## config.mk

```make
export PLATFORM = sky130hd
export DESIGN_NAME = bounded_array_list_set
export DESIGN_NICKNAME = d
export VERILOG_FILES = /design/src/hw/rtl/blas_pkg.sv /design/src/hw/rtl/blas_ram.sv /design/src/hw/rtl/bounded_array_list_set.sv
export SDC_FILE = /design/constraint.sdc
export NUM_CORES = 2
export LEC_CHECK = 0
export BUFFER_PORTS_ARGS = -buffer_cell sky130_fd_sc_hd__buf_2
export CAP_MARGIN = 5
export CORE_MARGIN = 2
export CORE_UTILIZATION = 30
export DETAILED_ROUTE_END_ITERATION = 8
export GPL_TIMING_DRIVEN = 0
export PLACE_DENSITY_LB_ADDON = 0.15
export REMOVE_ABC_BUFFERS = 1
export SYNTH_ARGS = -nofsm -noshare
export SYNTH_HDL_FRONTEND = slang
export SYNTH_SLANG_ARGS = --single-unit
```

## constraint.sdc

```tcl
create_clock -name clk -period 6.92 [get_ports clk]
set_input_delay 0.346 -clock clk [delete_from_list [all_inputs] [get_ports clk]]
set_output_delay 0.346 -clock clk [all_outputs]
set_load 0.1 [all_outputs]
```

## src/hw/rtl/blas_pkg.sv

```systemverilog
// ---------------------------------------------------------------------------
// blas_pkg
// Shared types, codes and sizing for the bounded array list with set insert.
// ---------------------------------------------------------------------------
package blas_pkg;

  localparam int CAPACITY = 64;
  localparam int ADDR_W   = (CAPACITY > 1) ? $clog2(CAPACITY) : 1;
  localparam int CNT_W    = $clog2(CAPACITY + 1);

  localparam int OPCODE_W = 3;
  localparam int VALUE_W  = 32;
  localparam int POS_W    = 7;
  localparam int STATUS_W = 3;
  localparam int INDEX_W  = 6;
  localparam int COUNT_W  = 7;

  typedef enum logic [OPCODE_W-1:0] {
    OP_CLEAR  = 3'd0,
    OP_APPEND = 3'd1,
    OP_INSERT = 3'd2,
    OP_UNION  = 3'd3,
    OP_SEARCH = 3'd4
  } opcode_t;

  typedef enum logic [STATUS_W-1:0] {
    ST_DONE      = 3'd0,
    ST_NOT_FOUND = 3'd1,
    ST_BAD_POS   = 3'd2,
    ST_FULL      = 3'd3,
    ST_PRESENT   = 3'd4
  } status_t;

  typedef enum logic [2:0] {
    S_IDLE,
    S_SCAN_RD,
    S_SCAN_CMP,
    S_SHIFT_RD,
    S_SHIFT_WR,
    S_PUT
  } state_t;

  // result fields are masked to their port widths
  function automatic logic [INDEX_W-1:0] to_index(input logic [ADDR_W-1:0] a);
    logic [31:0] t;
    t = 32'(a);
    return t[INDEX_W-1:0];
  endfunction

  function automatic logic [COUNT_W-1:0] to_count(input logic [CNT_W-1:0] c);
    logic [31:0] t;
    t = 32'(c);
    return t[COUNT_W-1:0];
  endfunction

  // 1-based position to 0-based address; only used once the position is valid
  function automatic logic [ADDR_W-1:0] pos_to_addr(input logic [POS_W-1:0] p);
    logic [31:0] t;
    t = 32'(p) - 32'd1;
    return t[ADDR_W-1:0];
  endfunction

endpackage

```

## src/hw/rtl/blas_ram.sv

```systemverilog
// ---------------------------------------------------------------------------
// blas_ram
// Simple dual-port RAM: one write port, one read port with registered data.
// ---------------------------------------------------------------------------
module blas_ram #(
  parameter int DEPTH = 64,
  parameter int WIDTH = 32,
  localparam int AW = (DEPTH > 1) ? $clog2(DEPTH) : 1
) (
  input  logic             clk,
  input  logic             we,
  input  logic [AW-1:0]    waddr,
  input  logic [WIDTH-1:0] wdata,
  input  logic [AW-1:0]    raddr,
  output logic [WIDTH-1:0] rdata
);

  logic [WIDTH-1:0] mem [DEPTH];

  always_ff @(posedge clk) begin
    if (we) begin
      mem[waddr] <= wdata;
    end
  end

  always_ff @(posedge clk) begin
    rdata <= mem[raddr];
  end

endmodule

```

## src/hw/rtl/bounded_array_list_set.sv

```systemverilog
// ---------------------------------------------------------------------------
// bounded_array_list_set
// Bounded ordered list of signed 32-bit values with append, positional
// insert, set-style insert, search and clear.
// ---------------------------------------------------------------------------
// Usage:
//   Present opcode, value and position with start high; the item is taken
//   on a rising edge where busy is low. busy stays high while the item is
//   worked on. Exactly one result per item appears on status, index and
//   count for one cycle with done high; the receiver must take it then.
//   count holds the list length after the most recent item between results.
// Sequencing:
//   clear, append, unused opcodes, rejected inserts: finish from idle.
//   search / union insert: one read and one compare per entry, ending on a
//   match or when the whole list is compared without a match.
//   insert: one read and one write-back per entry moved up, then the put.
//   Each step of a walk uses the single RAM read port with its registered
//   read data: one read, then one compare or write-back.
//   A new item is taken only once the last one is finished; start is ignored while busy.
// Reset:
//   rst (synchronous) empties the list and returns to idle; stored values
//   are not cleared, entries beyond count are never used.
// ---------------------------------------------------------------------------
module bounded_array_list_set
  import blas_pkg::*;
(
  input  logic                       clk,
  input  logic                       rst,
  input  logic                       start,
  input  logic [OPCODE_W-1:0]        opcode,
  input  logic signed [VALUE_W-1:0]  value,
  input  logic [POS_W-1:0]           position,
  output logic                       busy,
  output logic                       done,
  output logic [STATUS_W-1:0]        status,
  output logic [INDEX_W-1:0]         index,
  output logic [COUNT_W-1:0]         count
);

  state_t state, state_next;

  opcode_t             op_q;
  logic [VALUE_W-1:0]  value_q;
  logic [ADDR_W-1:0]   pos_m1;
  logic [CNT_W-1:0]    ptr;
  logic [CNT_W-1:0]    ptr_m1;
  logic [CNT_W-1:0]    count_q;

  logic                full;
  logic                accept;
  logic                pos_bad;
  logic                at_pos;
  logic                hit;

  logic                mem_we;
  logic [ADDR_W-1:0]   mem_waddr;
  logic [VALUE_W-1:0]  mem_wdata;
  logic [ADDR_W-1:0]   mem_raddr;
  logic [VALUE_W-1:0]  mem_rdata;

  logic                fin;
  status_t             fin_status;
  logic [ADDR_W-1:0]   fin_index;
  logic                cnt_clr;
  logic                cnt_inc;
  logic                ptr_zero;
  logic                ptr_load;
  logic                ptr_inc;
  logic                ptr_dec;

  assign accept  = start && !busy;
  assign full    = (count_q == CNT_W'(CAPACITY));
  assign ptr_m1  = ptr - CNT_W'(1);
  assign hit     = (mem_rdata == value_q);
  assign pos_bad = (position == '0) || (32'(position) > 32'(count_q) + 32'd1);
  assign at_pos  = (32'(count_q) == 32'(position) - 32'd1);

  blas_ram #(
    .DEPTH(CAPACITY),
    .WIDTH(VALUE_W)
  ) u_ram (
    .clk  (clk),
    .we   (mem_we),
    .waddr(mem_waddr),
    .wdata(mem_wdata),
    .raddr(mem_raddr),
    .rdata(mem_rdata)
  );

  // next state
  always_comb begin
    state_next = state;
    unique case (state)
      S_IDLE: begin
        if (start) begin
          case (opcode_t'(opcode))
            OP_INSERT: begin
              if (pos_bad || full) begin
                state_next = S_IDLE;
              end else if (at_pos) begin
                state_next = S_PUT;
              end else begin
                state_next = S_SHIFT_RD;
              end
            end
            OP_UNION, OP_SEARCH: state_next = S_SCAN_RD;
            default:             state_next = S_IDLE;
          endcase
        end
      end
      S_SCAN_RD:  state_next = (ptr == count_q) ? S_IDLE : S_SCAN_CMP;
      S_SCAN_CMP: state_next = hit ? S_IDLE : S_SCAN_RD;
      S_SHIFT_RD: state_next = S_SHIFT_WR;
      S_SHIFT_WR: state_next = (ptr_m1 == CNT_W'(pos_m1)) ? S_PUT : S_SHIFT_RD;
      S_PUT:      state_next = S_IDLE;
      default:    state_next = S_IDLE;
    endcase
  end

  // sequencer outputs
  always_comb begin
    mem_we     = 1'b0;
    mem_waddr  = count_q[ADDR_W-1:0];
    mem_wdata  = value_q;
    mem_raddr  = ptr[ADDR_W-1:0];
    fin        = 1'b0;
    fin_status = ST_DONE;
    fin_index  = '0;
    cnt_clr    = 1'b0;
    cnt_inc    = 1'b0;
    ptr_zero   = 1'b0;
    ptr_load   = 1'b0;
    ptr_inc    = 1'b0;
    ptr_dec    = 1'b0;
    unique case (state)
      S_IDLE: begin
        if (start) begin
          case (opcode_t'(opcode))
            OP_CLEAR: begin
              fin     = 1'b1;
              cnt_clr = 1'b1;
            end
            OP_APPEND: begin
              fin = 1'b1;
              if (full) begin
                fin_status = ST_FULL;
              end else begin
                mem_we    = 1'b1;
                mem_wdata = value;
                fin_index = count_q[ADDR_W-1:0];
                cnt_inc   = 1'b1;
              end
            end
            OP_INSERT: begin
              if (pos_bad) begin
                fin        = 1'b1;
                fin_status = ST_BAD_POS;
              end else if (full) begin
                fin        = 1'b1;
                fin_status = ST_FULL;
              end else begin
                ptr_load = 1'b1;
              end
            end
            OP_UNION, OP_SEARCH: ptr_zero = 1'b1;
            default: fin = 1'b1;
          endcase
        end
      end
      S_SCAN_RD: begin
        if (ptr == count_q) begin
          // reached the end without a match
          fin = 1'b1;
          if (op_q == OP_SEARCH) begin
            fin_status = ST_NOT_FOUND;
          end else if (full) begin
            fin_status = ST_FULL;
          end else begin
            mem_we    = 1'b1;
            fin_index = count_q[ADDR_W-1:0];
            cnt_inc   = 1'b1;
          end
        end
      end
      S_SCAN_CMP: begin
        if (hit) begin
          fin        = 1'b1;
          fin_index  = ptr[ADDR_W-1:0];
          fin_status = (op_q == OP_UNION) ? ST_PRESENT : ST_DONE;
        end else begin
          ptr_inc = 1'b1;
        end
      end
      S_SHIFT_RD: begin
        mem_raddr = ptr_m1[ADDR_W-1:0];
      end
      S_SHIFT_WR: begin
        mem_we    = 1'b1;
        mem_waddr = ptr[ADDR_W-1:0];
        mem_wdata = mem_rdata;
        ptr_dec   = 1'b1;
      end
      S_PUT: begin
        mem_we    = 1'b1;
        mem_waddr = pos_m1;
        fin       = 1'b1;
        fin_index = pos_m1;
        cnt_inc   = 1'b1;
      end
      default: ;
    endcase
  end

  always_ff @(posedge clk) begin
    if (rst) begin
      state   <= S_IDLE;
      busy    <= 1'b0;
      done    <= 1'b0;
      count_q <= '0;
      count   <= '0;
    end else begin
      state <= state_next;
      busy  <= (state_next != S_IDLE);
      done  <= fin;
      if (cnt_clr) begin
        count_q <= '0;
      end else if (cnt_inc) begin
        count_q <= count_q + CNT_W'(1);
      end
      if (fin) begin
        count <= cnt_clr ? '0 : to_count(cnt_inc ? count_q + CNT_W'(1) : count_q);
      end
    end
  end

  // item capture, walk pointer and result payload
  always_ff @(posedge clk) begin
    if (accept) begin
      op_q    <= opcode_t'(opcode);
      value_q <= value;
      pos_m1  <= pos_to_addr(position);
    end
    if (ptr_zero) begin
      ptr <= '0;
    end else if (ptr_load) begin
      ptr <= count_q;
    end else if (ptr_inc) begin
      ptr <= ptr + CNT_W'(1);
    end else if (ptr_dec) begin
      ptr <= ptr_m1;
    end
    if (fin) begin
      status <= fin_status;
      index  <= to_index(fin_index);
    end
  end

endmodule

```

==> summary.md <==
| Metric | Value |
|---|---|
| R2R depth | `13` |
| Main synth FF type | `edfxtp_1` |
| Min-delay worst type | `in2reg` |
| CP dominant cell by count | `buf_12` |
| CTS max path bufs | `4` |
| Unrepaired setup endpoints after global routing | `no` |
| Power Density | `352 nW/µm²` |
| # rows | `195` |
| RD Place Congestion | `0.780` |
| Post-synth EDFFs | `2098` |
| Final core occ | `36.3%` |
| CTS sink count | `2156` |
| Worst Path Class, Setup | `reg2reg` |
| Clk_lat worst skew | `between 0.8 and 0.9 ns` |
| Hold path cells | `3` |
| Final hold violation count | `0` |
| Relative slew slack | `2.27%` |
| Avg Cell Area, Syn | `16.4 µm²` |
| DR WL/cell | `29.5 µm` |
| Crit-path slowest cell | `nor4_1` |
| Critical Path AT | `7.47 ns` |
| Residual DRC count | `0` |
| Worst-Margin Slew | `around 1.5 ns` |
| Total CTS buffers | `between 200 and 250` |
| Final-report setup violation count | `0` |
| Post-synthesis cell type count | `82` |
| Drt pass-1 iters | `5` |
| Routed Antenna Nets | `0` |
| WL final | `about 280000 µm` |
| Critical Path Start Type | `flip-flop` |
| Chip height | `536 µm` |
| CTS tree | `yes` |
| Syn Inst Count | `approximately 5200` |
| Area Overhead vs Synth | `20.7%` |
| Asr flop ratio synth | `0%` |
| Root Buffer | `clkbuf_16` |
| Post-DP HPWL | `176000 µm` |
| Post-CTS Setup Bufs | `0` |
| DRT iter0 DRCs | `4727` |
| Worst-path fanout max | `70` |
| Core ar. | `282000 µm²` |
| I/O pin cnt | `63` |
| Crit end category | `flip-flop` |
| Register bit total from synthesis | `2156` |
| Worst R2R End | `u_ram.rdata[3]` |
| Die Footprint | `about 290000 µm²` |
| Initial antenna violation count | `11` |
| Post-placement cell area | `94700 µm²` |
| Largest net degree at the start of global routing | `71` |
| Port bufs | `62` |
| Worst r2r src | `ptr[0]` |
| Reg clk slew, reported paths | `0.07 ns` |
| GRT overflow | `0` |
| DR vias | `49800` |
| Total track usage | `a little under a fifth` |
| R2R setup slack | `0.18 ns` |
| Nets | `~5500` |
| Starting Density | `30.1%` |
| Worst path max stage delay | `1.00 ns` |
| F_max | `148 MHz` |
| First-pass GRT wire length | `386000 µm` |
| Ratio of cells with drive above 1 in the final layout | `18.0%` |
| Skew final | `0.0401 ns` |
| Mapped cell area | `84700 µm²` |
| Crit-path cells | `clkinv_8 > ha_4 > nand4bb_4 > o22a_4 > buf_12 > buf_12 > buf_16 > buf_12 > o22ai_1 > nor3_1 > nor4_1 > a31o_2 > nor4_2` |
| Vias per inst | `5.32` |
| Final Critical Period | `6.74 ns` |
| Hold Path Origin | `start` |
| CP required | `7.66 ns` |
| H-tree level count | `4` |
| Sequential area share after synthesis | `between 70 and 80%` |
| Die width | `between 500 and 600 µm` |
| Max Slew Vio Count | `0` |
| Hold EP | `value_q[11]` |
| Status | `finished, final reports clean` |
| Peak supply drop | `0.000308 V` |
| Maxcap violations | `0` |
| Vias in the first global route | `49200` |
| Finished Cell Area | `102000 µm²` |
| Static Leak | `32.6 nW` |
| Post-route clock period utilization | `97.4%` |
| Yosys warning total | `0` |
layer usage:
metal	wire length [µm]	up-vias	global-route usage [%]
met3	14300	367	2.36
met4	10300	0	6.75
met5	0	-	0
met2	128000	1538	30.1
met1	124000	26200	26.4
li1	-	21700	-
flip-flops by register name (all words and copies together), names as in the netlist:
| signal | flops |
|---|---|
| ptr | 7 |
| busy | 1 |
| u_ram.rdata | 32 |
| state | 3 |
| index | 6 |
| value_q | 32 |
| done | 1 |
| op_q | 3 |
| status | 3 |
| pos_m1 | 6 |
| count_q | 7 |
| count | 7 |
| u_ram.mem | 2048 |
cell usage in the layout, fill, tap and decap left out, types with 40 or more instances in the layout:
cell type,Yosys,routed
nor3_1,280,280
buf_12,0,141
dfxtp_1,58,55
buf_16,0,60
o31ai_1,65,60
nand2_1,352,348
dlygate4sd3_1,0,42
clkbuf_1,205,54
clkinv_1,1,51
nor2_4,0,66
clkinv_2,0,50
o221ai_1,127,127
nor4_2,28,44
edfxtp_1,2098,2098
a311oi_1,57,57
mux2i_1,270,270
buf_8,0,46
a21oi_1,93,91
nor2_1,120,54
mux2_2,40,40
o21ai_0,89,56
clkbuf_16,0,231
buf_2,95,67
o22ai_1,533,533
and3_1,63,62
xnor2_1,52,50
mux4_2,99,99
synth_stat cells, types with 29 or more instances:
master,instances,share of area (%)
a211oi_1,34,0.30
a21oi_1,93,0.55
a311oi_1,57,0.59
a31o_2,29,0.30
and3_1,63,0.47
buf_1,51,0.23
buf_2,95,0.56
clkbuf_1,205,0.91
dfxtp_1,58,1.4
edfxtp_1,2098,74
mux2_2,40,0.53
mux2i_1,270,3.2
mux4_2,99,2.6
nand2_1,352,1.6
nand3_1,32,0.19
nor2_1,120,0.53
nor3_1,280,1.7
nor3b_1,34,0.30
nor4_1,41,0.30
o21ai_0,89,0.53
o221ai_1,127,1.3
o22ai_1,533,3.9
o31ai_1,65,0.58
xnor2_1,52,0.54
stage by stage:
step	std cells	total power [mW]	hold slack, ns	setup slack [ns]	setup TNS [ns]
2_1_floorplan	4820	20.6	0.418	-27.52	-872.96
3_3_place_gp	8625	23.5	0.536	-53.23	-
3_5_place_dp	8891	24.5	0.537	-0.401	-2.18
4_1_cts	9346	36.3	0.0472	0.189	0
5_1_grt	9350	37.2	0.0716	0.0613	0
6_report	9358	36.0	0.103	0.181	0
power breakdown:
| part | switching, mW | internal, mW |
|---|---|---|
| registers | 0.235 | 14.7 |
| logic | 5.77 | 3.49 |
| clock network | 5.08 | 6.74 |
| total | 11.1 | 24.9 |
worst max-delay path by stage:
stage	start	endpoint	slack [ns]	depth (start not counted)
after detailed placement	ptr[0]	u_ram.rdata[22]	-0.40	13
after floorplan	ptr[0]	u_ram.rdata[11]	-27.52	8
after global routing	ptr[0]	u_ram.rdata[3]	0.06	13
after CTS	ptr[0]	u_ram.rdata[3]	0.19	13
final	ptr[0]	u_ram.rdata[3]	0.18	13
after global placement	ptr[0]	u_ram.rdata[30]	-53.23	7
repair_timing:
item | CTS | global route
gates resized for setup | 6 | 0
hold buffers | 42 | 0
setup endpoints to repair | 14 | 0
endpoints found under the hold margin | 55 | 0
final cells by class:
type,count,area [µm²]
inverter,13,61.3
antenna,9,22.5
multi-input combinational,2651,20200
timing repair buffer,373,6070
sequential,2156,64200
clock buffer,291,6070
fill,26300,179000
clock inverter,122,963
tap,3743,4680
worst max-delay path: cells and delay by family, from the launching register on:
| family | cells | cell delay [ns] |
|---|---|---|
| simple gates | 4 | 2.06 |
| buf+inv | 5 | 1.46 |
| compound gates | 3 | 1.33 |
| flops | 1 | 0.78 |
| fa+ha+maj | 1 | 0.69 |
logic make-up after synthesis:
logic type | after synthesis | share of synthesized area (%)
flops | 2156 | 75.7
compound gates | 1112 | 8.93
simple gates | 1047 | 6.23
mux | 409 | 6.35
buf+inv | 375 | 1.87
xor+xnor | 71 | 0.734
fa+ha+maj | 12 | 0.177
No activity file was read; power rests on OpenSTA's default activity.
